File: src/design/prrs_pkg.sv
`timescale 1ns / 1ps
package prrs_pkg;

  typedef enum logic [1:0] {
    OP_ADD    = 2'd0,
    OP_WAKE   = 2'd1,
    OP_WAIT   = 2'd2,
    OP_SELECT = 2'd3
  } op_t;

  typedef enum logic [1:0] {
    ERR_OK       = 2'd0,
    ERR_PRIORITY = 2'd1,
    ERR_EMPTY    = 2'd2
  } err_t;

  localparam logic [8:0] COUNT_MAX = 9'd511;
  localparam logic [8:0] TOTAL_MAX = 9'd256;

  typedef struct packed {
    op_t        operation;
    logic [7:0] thread_id;
    logic [7:0] priority_req;
  } in_item_t;

  typedef struct packed {
    logic [7:0] chosen_thread;
    logic       chosen_idle;
    err_t       error_code;
    logic [8:0] total_threads;
  } out_item_t;

  // Commands from the controller to the datapath.
  typedef struct packed {
    logic latch;
    logic scan_grp;
    logic scan_pick;
    logic rd_level;
    logic rd_link;
    logic exec;
    logic load_out;
  } cmd_t;

  // Status from the datapath to the controller.
  typedef struct packed {
    logic new_select;
    logic in_select;
    logic in_bad;
    logic found;
    logic out_free;
  } sts_t;

endpackage

File: src/design/prrs_ctrl.sv
`timescale 1ns / 1ps
module prrs_ctrl (
  input  logic          clk,
  input  logic          rst_n,
  input  logic          in_valid,
  output logic          in_stall,
  input  prrs_pkg::sts_t sts,
  output prrs_pkg::cmd_t cmd
);

  typedef enum logic [6:0] {
    ST_IDLE      = 7'b0000001,
    ST_SCAN_GRP  = 7'b0000010,
    ST_SCAN_PICK = 7'b0000100,
    ST_LVL_RD    = 7'b0001000,
    ST_LINK_RD   = 7'b0010000,
    ST_EXEC      = 7'b0100000,
    ST_RESP      = 7'b1000000
  } state_t;

  state_t state_r, state_nxt;

  assign in_stall = (state_r != ST_IDLE);

  always_comb begin
    state_nxt = state_r;
    cmd       = '0;
    case (state_r)
      ST_IDLE: begin
        if (in_valid) begin
          cmd.latch = 1'b1;
          if (sts.new_select) state_nxt = ST_SCAN_GRP;
          else if (sts.in_bad) state_nxt = ST_RESP;
          else state_nxt = ST_LVL_RD;
        end
      end
      ST_SCAN_GRP: begin
        cmd.scan_grp = 1'b1;
        state_nxt    = ST_SCAN_PICK;
      end
      ST_SCAN_PICK: begin
        cmd.scan_pick = 1'b1;
        state_nxt     = sts.found ? ST_LVL_RD : ST_RESP;
      end
      ST_LVL_RD: begin
        cmd.rd_level = 1'b1;
        // A select also needs the link behind the queue head.
        state_nxt    = sts.in_select ? ST_LINK_RD : ST_EXEC;
      end
      ST_LINK_RD: begin
        cmd.rd_link = 1'b1;
        state_nxt   = ST_EXEC;
      end
      ST_EXEC: begin
        cmd.exec  = 1'b1;
        state_nxt = ST_RESP;
      end
      ST_RESP: begin
        if (sts.out_free) begin
          cmd.load_out = 1'b1;
          state_nxt    = ST_IDLE;
        end
      end
      default: state_nxt = ST_IDLE;
    endcase
  end

  always_ff @(posedge clk) begin
    if (!rst_n) state_r <= ST_IDLE;
    else state_r <= state_nxt;
  end

  a_accept_leaves_idle: assert property (@(posedge clk) disable iff (!rst_n)
    (in_valid && !in_stall) |=> (state_r != ST_IDLE))
    else $error("accepted beat did not start work");

  a_load_when_free: assert property (@(posedge clk) disable iff (!rst_n)
    cmd.load_out |-> sts.out_free)
    else $error("result loaded over a waiting beat");

  a_exec_after_read: assert property (@(posedge clk) disable iff (!rst_n)
    cmd.exec |-> ($past(cmd.rd_level) || $past(cmd.rd_link)))
    else $error("execute without fresh read data");

  a_pick_after_grp: assert property (@(posedge clk) disable iff (!rst_n)
    cmd.scan_pick |-> $past(cmd.scan_grp))
    else $error("scan pick without group pass");

endmodule

File: config.mk
export PLATFORM = sky130hd
export DESIGN_NAME = prrs_ctrl
export DESIGN_NICKNAME = d
export VERILOG_FILES = /design/src/design/prrs_pkg.sv /design/src/design/prrs_ctrl.sv
export SDC_FILE = /design/constraint.sdc
export NUM_CORES = 1
export LEC_CHECK = 0
export ABC_AREA = 1
export BUFFER_PORTS_ARGS = -buffer_cell sky130_fd_sc_hd__buf_2
export CAP_MARGIN = 10
export CORE_MARGIN = 2
export CORE_UTILIZATION = 31
export CTS_CLUSTER_SIZE = 28
export DETAILED_ROUTE_END_ITERATION = 7
export PLACE_DENSITY_LB_ADDON = 0.2
export SLEW_MARGIN = 20
export SYNTH_ARGS = -nofsm -noshare
export SYNTH_HDL_FRONTEND = slang
export SYNTH_SLANG_ARGS = --single-unit
File: constraint.sdc
create_clock -name clk -period 1.9 [get_ports clk]
set_input_delay 0.475 -clock clk [delete_from_list [all_inputs] [get_ports clk]]
set_output_delay 0.475 -clock clk [all_outputs]
set_load 0.005 [all_outputs]
==> results of run 1 <==
cell usage after synthesis:
library cell	instances
o21a_1	1
dfxtp_1	7
nor3_1	2
and2_4	1
nand2_1	17
o21ai_2	1
a21oi_1	1
nor2_1	15
nand2_2	4
nand3_1	7
nor4_1	1
nand3b_1	1
clkinv_1	1
inv_2	3
inv_1	12
nor2_2	1
nor2_4	1
stage by stage:
| step | worst slack (ns) | utilization (%) | power [µW] |
|---|---|---|---|
| 4_1_cts | 0.158 | 42.9 | 404 |
| 6_report | 0.157 | 42.9 | 402 |
| 3_3_place_gp | 0.463 | 40.9 | 265 |
| 5_1_grt | 0.0501 | 42.9 | 431 |
| 2_1_floorplan | 0.611 | - | 235 |
| 3_5_place_dp | 0.440 | 40.9 | 266 |
critical path: cells and delay by family, from the launching register on:
family	cells	cell delay, ns
AND/OR/NAND/NOR	4	0.50
buffers and inverters	2	0.19
flip-flops	1	0.32
where the power goes:
group	total [µW]	switching, µW	internal [µW]
combinational	102	63.3	39.0
sequential	161	6.07	155
clock	138	57.5	80.3
layer usage:
| layer | GRT usage (%) | vias to the layer above | part of all wire (%) |
|---|---|---|---|
| met5 | 0 | - | 0 |
| met4 | 9.38 | 0 | 1.2 |
| met3 | 3.02 | 2 | 5.8 |
| met2 | 18.2 | 15 | 42 |
| met1 | 16.2 | 212 | 51 |
| li1 | - | 268 | - |
cell type report:
type / instances / area [µm²] / area share (%)
tap: 15 / 18.8 / 3.28
multi-input combinational: 53 / 251 / 44.0
timing repair buffer: 15 / 75.1 / 13.1
sequential: 7 / 140 / 24.5
clock buffer: 4 / 26.3 / 4.60
inverter: 16 / 60.1 / 10.5
how the worst max path moves through the flow:
stage                         to  cells after the start
final                     cmd[6]                      6
after global routing      cmd[6]                      6
after CTS                 cmd[6]                      6
after detailed placement  cmd[6]                      6
after global placement    cmd[6]                      6
after floorplan           cmd[6]                      5
cell families after synthesis:
kind of cell	after synthesis	share of synthesized area, %
compound gates	3	4.71
buf+inv	16	13.3
flops	7	31.0
simple gates	50	51.0
==> results.md, run 1 <==
- Crit path cell chain: inv_1 -> nand2_1 -> nor2_1 -> nand2_2 -> nor2_1 -> buf_2
- CTS tree: built
- Drt wl/cell: 9.35 µm
- First-pass detailed-route iteration total: 5
- Final setup fails: 0
- Min-delay src: rst_n
- Regs by FF count: state_r (7)
- Pwr dens: 702 nW/µm²
- Routed wire length: 1.03 mm
- NumNets Final: roughly 100
- IO Pins: 16
- Critical path's slowest cell: dfxtp_1
- HPWL Detailed: 841 µm
- Cells after Synth: 76
- Dpl cells: 106
- R2R setup slack: 0.70 ns
- Class of the worst hold path: in2reg
- Hold_buf cts: 0
- Worst Setup Start Kind: register
- Total GRT Usage: 12.7%
- Vias post-DR: 497
- Fmax: 574 MHz
- VDD IR max: 0.300 mV
- Fin crit period: about 1.7 ns
- Outcome: finished, final reports clean
- Worst stage delay on the critical path: 0.32 ns
- Final hold slack: 0.433 ns
- Core Region: 1330 µm²
- R2r worst-path depth: 8
- Site row count: 13
- WS Path Type: reg2out
- Chip width: ~42 µm
- Syn Nets: 84
- CP max FO: 5
- DRC: 0
- Main area contributors after synthesis: dfxtp_1 31%, nand2_1 14%, nor2_1 12%, inv_1 10%, nand3_1 7.8%
- Final GP Congestion: slightly below 0.8
- Worst Hold End: state_r[0]
- Largest net degree at the start of global routing: 8
- Endpoint class of the critical path: primary output
- Max clock buf depth: 2
- Normalized max-slew margin: 83.3%
- Syn Std Cell Area: 452 µm²
- Clock tree root driver cell: clkbuf_4
- Yosys reg bits: 7
- Placed Area: between 500 and 600 µm²
- Antenna-violating nets left: 0
- Crit path top cell by count: nor2_1
- Worst Path Arrival: 1.27 ns
- Pins Over Slew Limit: 0
- Height of the die: 42.2 µm
- Endpoints failing hold: 0
- Max reg flops: 7
- H-tree depth: 1
- Setup bufs post-CTS: 0
- # Max-Cap Violations: 0
- Layout area overhead: 26.6%
- Fillers: 158
- Ant diodes: 0
- Required time of the worst setup path: about 1.4 ns
- Final std cells w/o fill: 110
- Final Instance Area: 572 µm²
- Yosys top cell area share: a little under a third
- Tcrit/Tclk final: 91.8%
- First-pass GRT wire length: 1.68 mm
- RSZ-0062 raised after global routing: false
- Yosys warns: 0
- Clk slew on worst S/H paths: 0.05 ns
- Antenna violations before repair: 0
- Layout cells sized above 1: 30.5%
- Number of global-route vias before repair: about 440
- Overflow after GRT: 0
- R2R Path End: state_r[0]
- PortBufs: 15
- Mapped Avg Cell Area: between 5 and 6 µm²
- Clk_lat worst skew: 0.26 ns
- Drt initial violations: 8
- Commonest non-fill, non-tap cell in the layout: nand2_1
- Start point of the critical path: state_r[1]
- Cell variety after synth: 17
- Num CTS Buffers: 3
- Initial Util: 33.9%
- Hold depth: 2
- Post-Route Setup TNS: 0 ns
- Vias/cell: roughly 4.5
- Final clock skew: 0.00333 ns
- FF-to-FF Start: state_r[1]
- Most frequent cells in the layout: 17 x nand2_1, 15 x nor2_1, 15 x buf_2
- Worst-Margin Slew: 0.250 ns
- Register area share after synthesis: ~31%
- Clk sinks: 7
- Leak: about 0.00033 µW
- Post-CTS sizing: 0
- DIE AREA: 1780 µm²
- Biggest register: state_r
- Yosys top cell by area: dfxtp_1
Power figures use the tool's default switching activity.
==> run 2: changes to the inputs <==
--- a/config.mk
+++ b/config.mk
@@ -6,5 +6,4 @@
 export NUM_CORES = 1
 export LEC_CHECK = 0
-export ABC_AREA = 1
 export BUFFER_PORTS_ARGS = -buffer_cell sky130_fd_sc_hd__buf_2
 export CAP_MARGIN = 10
==> constraint.sdc (replaced) <==
create_clock -name clk -period 1.9 [get_ports clk]
set_input_delay 0.095 -clock clk [delete_from_list [all_inputs] [get_ports clk]]
set_output_delay 0.095 -clock clk [all_outputs]
set_load 0.005 [all_outputs]
==> results.md, run 2 <==
- Outcome: finished, final reports clean
- Number of synthesized flops with an enable pin: 0
- Cells after Synth: 59
- Vias post-DR: 479
- Antenna violations before repair: 0
- Syn Std Cell Area: 475 µm²
- Final GP Congestion: 0.787
- Post-Route Setup TNS: 0 ns
- Clk slew on worst S/H paths: 0.06 ns
- Initial Util: about a third
- Cell variety after synth: 30
- Final Instance Area: 618 µm²
- NumNets Final: 88
- Clk sinks: 7
- Worst Setup Start Kind: register
- Combinational share of power: 25.9%
- Chip width: 43.2 µm
- Normalized max-slew margin: about 73%
- VDD IR max: 0.348 mV
- Core Region: approximately 1500 µm²
- Routed wire length: 1.09 mm
- Placed Area: roughly 580 µm²
- Max clock buf depth: 2
- Regs by FF count: state_r (7)
- WS Path Type: reg2out
- IO Pins: 16
- Endpoints failing hold: 0
- Clk_lat worst skew: 0.26 ns
- Clock tree root driver cell: clkbuf_4
- # Max-Cap Violations: 0
- Switching Fraction: between 30% and 40%
- Yosys reg bits: 7
- Clock power frac: 33.2%
- Layout cells sized above 1: between 30% and 40%
- Height of the die: 43.2 µm
- Critical path's slowest cell: or4_4
- Async S/R FF share, synth: 0%
- Biggest register: state_r
- First-pass detailed-route iteration total: 4
- Class of the worst hold path: in2reg
- Fillers: 162
- Register area share after synthesis: 29.5%
- Total power: roughly 420 µW
- DRC: 0
- Most common cell in the netlist: nor2_1
- Max reg flops: 7
- PortBufs: 15
- Main area contributors after synthesis: dfxtp_1 29%, nor2_1 7.9%, xor2_1 5.5%, and3_1 5.3%, nand2b_1 5.3%
- Vias/cell: 5.04
- Num CTS Buffers: 3
- CP max FO: 4
- Most frequent cells in the layout: 15 x buf_2, 10 x nor2_1, 5 x dfxtp_1
- Fmax: 541 MHz
- Syn Nets: between 60 and 70
- CTS tree: built
- Most frequent cells after synthesis: 10 x nor2_1, 7 x dfxtp_1, 4 x and3_1, 4 x nand2b_1
- Pins Over Slew Limit: 0
- Final setup fails: 0
- Endpoint class of the critical path: primary output
- Worst stage delay on the critical path: 0.57 ns
- Antenna-violating nets left: 0
- Largest net degree at the start of global routing: 10
- Overflow after GRT: 0
- Drt initial violations: 7
- Area of the multi-input gates: 319 µm²
- H-tree depth: 1
- Pwr dens: ~700 nW/µm²
- Crit path cell chain: or4_4 -> nor4b_4 -> and2_1 -> buf_2
- Primary FF master, synth: dfxtp_1
- Register area: ~140 µm²
- Worst Path Arrival: approximately 1.8 ns
- Sequential share of power: 41.0%
- Commonest non-fill, non-tap cell in the layout: buf_2
- Drt wl/cell: between 10 and 15 µm
- HPWL Detailed: 827 µm
- DIE AREA: 1860 µm²
- Fin crit period: between 1.5 and 2 ns
- Site row count: 14
- Yosys top cell by area: dfxtp_1
- Worst-Margin Slew: about 0.40 ns
- Sw power: 132 µW
- Final hold slack: 0.0783 ns
- RSZ-0062 raised after global routing: true
- Yosys warns: 0
- Number of global-route vias before repair: around 440
- Yosys top cell area share: 29.5%
- Int Pwr: slightly below 300 µW
- Layout area overhead: 30.0%
- Tcrit/Tclk final: 97.2%
- Final clock skew: 0.00199 ns
- Required time of the worst setup path: ~1.8 ns
- Mapped Avg Cell Area: 8.06 µm²
- Leak: 0.000320 µW
- Ant diodes: 0
- Total GRT Usage: between 10 and 15%
- First-pass GRT wire length: 1.86 mm
## run 2: cell count changes after synthesis, sizes merged, moves of 2 or more
cell    previous run  this run
and3               0         4
inv               15         3
nand2             21         2
nand2b             0         4
nand3              7         0
nor2              17        10
nor4b              0         2
xor2               0         3
## run 2: power groups by stage
| stage | combinational [µW] | sequential (µW) | clock (µW) |
|---|---|---|---|
| after floorplan | 77.7 | 169 | 0 |
| after global placement | 105 | 176 | 0 |
| after detailed placement | 105 | 176 | 0 |
| after CTS | 107 | 173 | 149 |
| after global routing | 121 | 175 | 161 |
| final | 109 | 173 | 140 |
## run 2: logic make-up (layout without fill, tap and decap cells)
logic type	count (synthesis)	after routing	synth area share, %
xor+xnor	3	3	5.53
flops	7	7	29.5
simple gates	33	33	43.4
buf+inv	5	25	4.21
compound gates	11	11	17.4
## run 2: critical path, delay by kind of cell (launching register included)
kind                   cells  cell delay, ns
DFF                        1            0.32
buffers and inverters      1            0.11
and+or+nand+nor            3            1.07
## run 2: repair_timing
item / in CTS / in global routing
gates resized for setup: 1 / 2
hold buffers: 0 / 0
setup endpoints to repair: 2 / 1
setup buffers: 0 / 1
pin swaps: 0 / 3
## run 2: final cells by class
class | instances | share of cell area, %
Clock buffer | 3 | 3.64
Clock inverter | 1 | 0.810
Inverter | 3 | 1.82
Multi-Input combinational cell | 47 | 51.6
Sequential cell | 7 | 23.1
Tap cell | 16 | 3.24
Timing Repair Buffer | 18 | 15.8
## run 2: final timing paths
path               from          to  slack, ns  cells past startpoint
min              sts[3]  state_r[4]       0.08                      2
min reg2reg  state_r[2]  state_r[5]       0.68                      4
max          state_r[2]      cmd[6]       0.05                      4
max reg2reg  state_r[2]  state_r[6]       0.22                      5
## run 2: metrics by stage
stage / utilization, % / instances / setup slack [ns]
after floorplan: - / 59 / 0.294
after global placement: 39.2 / 90 / 0.145
after detailed placement: 39.2 / 90 / 0.132
after CTS: 41.3 / 94 / 0.0144
after global routing: 42.0 / 95 / -0.0338
final: 42.0 / 95 / 0.0530
## run 2: per-layer routing
metal | global-route usage (%) | wire [µm] | part of all wire, % | up-vias
li1 | - | - | - | 253
met1 | 17.2 | 535 | 49 | 213
met2 | 20.0 | 481 | 44 | 13
met3 | 7.66 | 73 | 6.7 | 0
met4 | 3.64 | 0 | 0 | 0
met5 | 0 | 0 | 0 | -
==> run 3: changes to the inputs <==
CTS_BUF_LIST = sky130_fd_sc_hd__clkbuf_2   (was default)
GPL_ROUTABILITY_DRIVEN = 0   (was default)
==> results.md, run 3 (synthesis gave the netlist of run 2 again) <==
- Outcome: finished, final reports clean
- Max reg flops: 7
- Drt wl/cell: 11.4 µm
- HPWL Detailed: just over 800 µm
- Combinational share of power: 27.6%
- Pins Over Slew Limit: 0
- Drt initial violations: 6
- Antenna violations before repair: 0
- Required time of the worst setup path: 1.80 ns
- Regs by FF count: state_r (7)
- Switching Fraction: 33.8%
- Area of the multi-input gates: 319 µm²
- Biggest register: state_r
- Site row count: 14
- NumNets Final: 88
- Final Instance Area: slightly above 600 µm²
- Fmax: 543 MHz
- Sw power: approximately 130 µW
- Register area: 143 µm²
- Clk slew on worst S/H paths: about 0.080 ns
- Class of the worst hold path: in2reg
- Chip width: 43.2 µm
- Worst stage delay on the critical path: 0.57 ns
- Endpoint class of the critical path: primary output
- Layout area overhead: 28.4%
- Max clock buf depth: 2
- Leak: 0.000319 µW
- VDD IR max: 0.316 mV
- Num CTS Buffers: 3
- Final clock skew: 0.00217 ns
- R2R setup slack: 0.24 ns
- Delay-heaviest family, CP: simple AND/OR/NAND/NOR gates
- Tcrit/Tclk final: 96.9%
- Sequential share of power: 44.1%
- Crit path cell chain: or4_4 -> nor4b_4 -> and2_1 -> buf_2
- Clk_lat worst skew: 0.24 ns
- IO Pins: 16
- DRC: 0
- Clock power frac: 28.3%
- Pwr dens: 641 nW/µm²
- Overflow after GRT: 0
- Clock tree root driver cell: clkbuf_2
- CP max FO: 4
- Normalized max-slew margin: between 70 and 80%
- Antenna-violating nets left: 0
- WS Path Type: reg2out
- Final setup fails: 0
- # Max-Cap Violations: 0
- Fillers: 161
- Critical path's slowest cell: or4_4
- H-tree depth: 1
- Fin crit period: approximately 1.8 ns
- Number of global-route vias before repair: roughly 440
- Vias/cell: 5.03
- Commonest non-fill, non-tap cell in the layout: buf_2
- CTS tree: built
- Met3 wire len: 80 µm
- Endpoints failing hold: 0
- Layout cells sized above 1: 35.4%
- Initial Util: 32.3%
- DIE AREA: ~1900 µm²
- First-pass GRT wire length: 1.81 mm
- Dpl ws: 0.132 ns
- Hold_buf cts: 0
- Int Pwr: 259 µW
- Clk sinks: 7
- Height of the die: between 40 and 50 µm
- Vias post-DR: about 480
- Routed length on met2: ~480 µm
- Fin worst setup slack: just under 0.06 ns
- Largest net degree at the start of global routing: 10
- Routed wire length: 1.09 mm
- Ant diodes: 0
- Placed Area: 577 µm²
- M1 WL: 529 µm
- Worst-Margin Slew: just over 0.4 ns
- Uppermost layer routed: met3
- RSZ-0062 raised after global routing: true
- Core Region: between 1000 and 1500 µm²
- Worst Setup Start Kind: register
- Most frequent cells in the layout: 15 x buf_2, 10 x nor2_1, 5 x dfxtp_1
- PortBufs: 15
- Worst Path Arrival: between 1.5 and 2 ns
- Total GRT Usage: a little over an eighth
- First-pass detailed-route iteration total: 4
- CP bufs+invs: 1
## run 3: worst register-to-register path, delay by kind of cell (launching register included)
family | cells | cell delay [ns]
and+or+nand+nor | 2 | 0.90
DFF | 1 | 0.33
AOI/OAI and AO/OA | 2 | 0.30
buffers and inverters | 1 | 0.08
## run 3: power groups by stage
stage	combinational [µW]	clock [µW]	sequential, µW
floorplan	77.7	0	169
global placement	105	0	176
detailed placement	105	0	176
CTS	107	119	173
global route	121	130	175
finish	108	111	173
## run 3: cell type report
type / count / area share [%]
multi-input combinational: 47 / 52.3
sequential: 7 / 23.4
timing repair buffer: 18 / 16.0
tap: 16 / 3.28
clock buffer: 3 / 2.46
inverter: 3 / 1.84
clock inverter: 1 / 0.820
## run 3: metrics by stage
stage	hold WS [ns]	cells	power [µW]	util, %	TNS [ns]
after floorplan	0.209	59	247	-	0
after global placement	0.344	90	281	39.2	0
after detailed placement	0.343	90	281	39.2	0
after CTS	0.0778	94	398	40.8	0
after global routing	0.0780	95	427	41.5	-0.0571
final	0.0899	95	392	41.5	0
## run 3: timing repair
action                     CTS  global route
setup buffers                0             1
pin swaps                    0             2
gates resized for setup      1             2
setup endpoints to repair    2             2
## run 3: worst paths after layout
kind | startpoint | cells past startpoint | to
max | state_r[2] | 4 | cmd[6]
min | sts[3] | 2 | state_r[4]
max reg2reg | state_r[2] | 5 | state_r[6]
min reg2reg | state_r[3] | 4 | state_r[5]
## run 3: metal layers
metal	vias up	GRT usage [%]
met4	0	3.64
met1	213	17.2
li1	252	-
met3	0	7.66
met5	-	0
met2	13	19.1
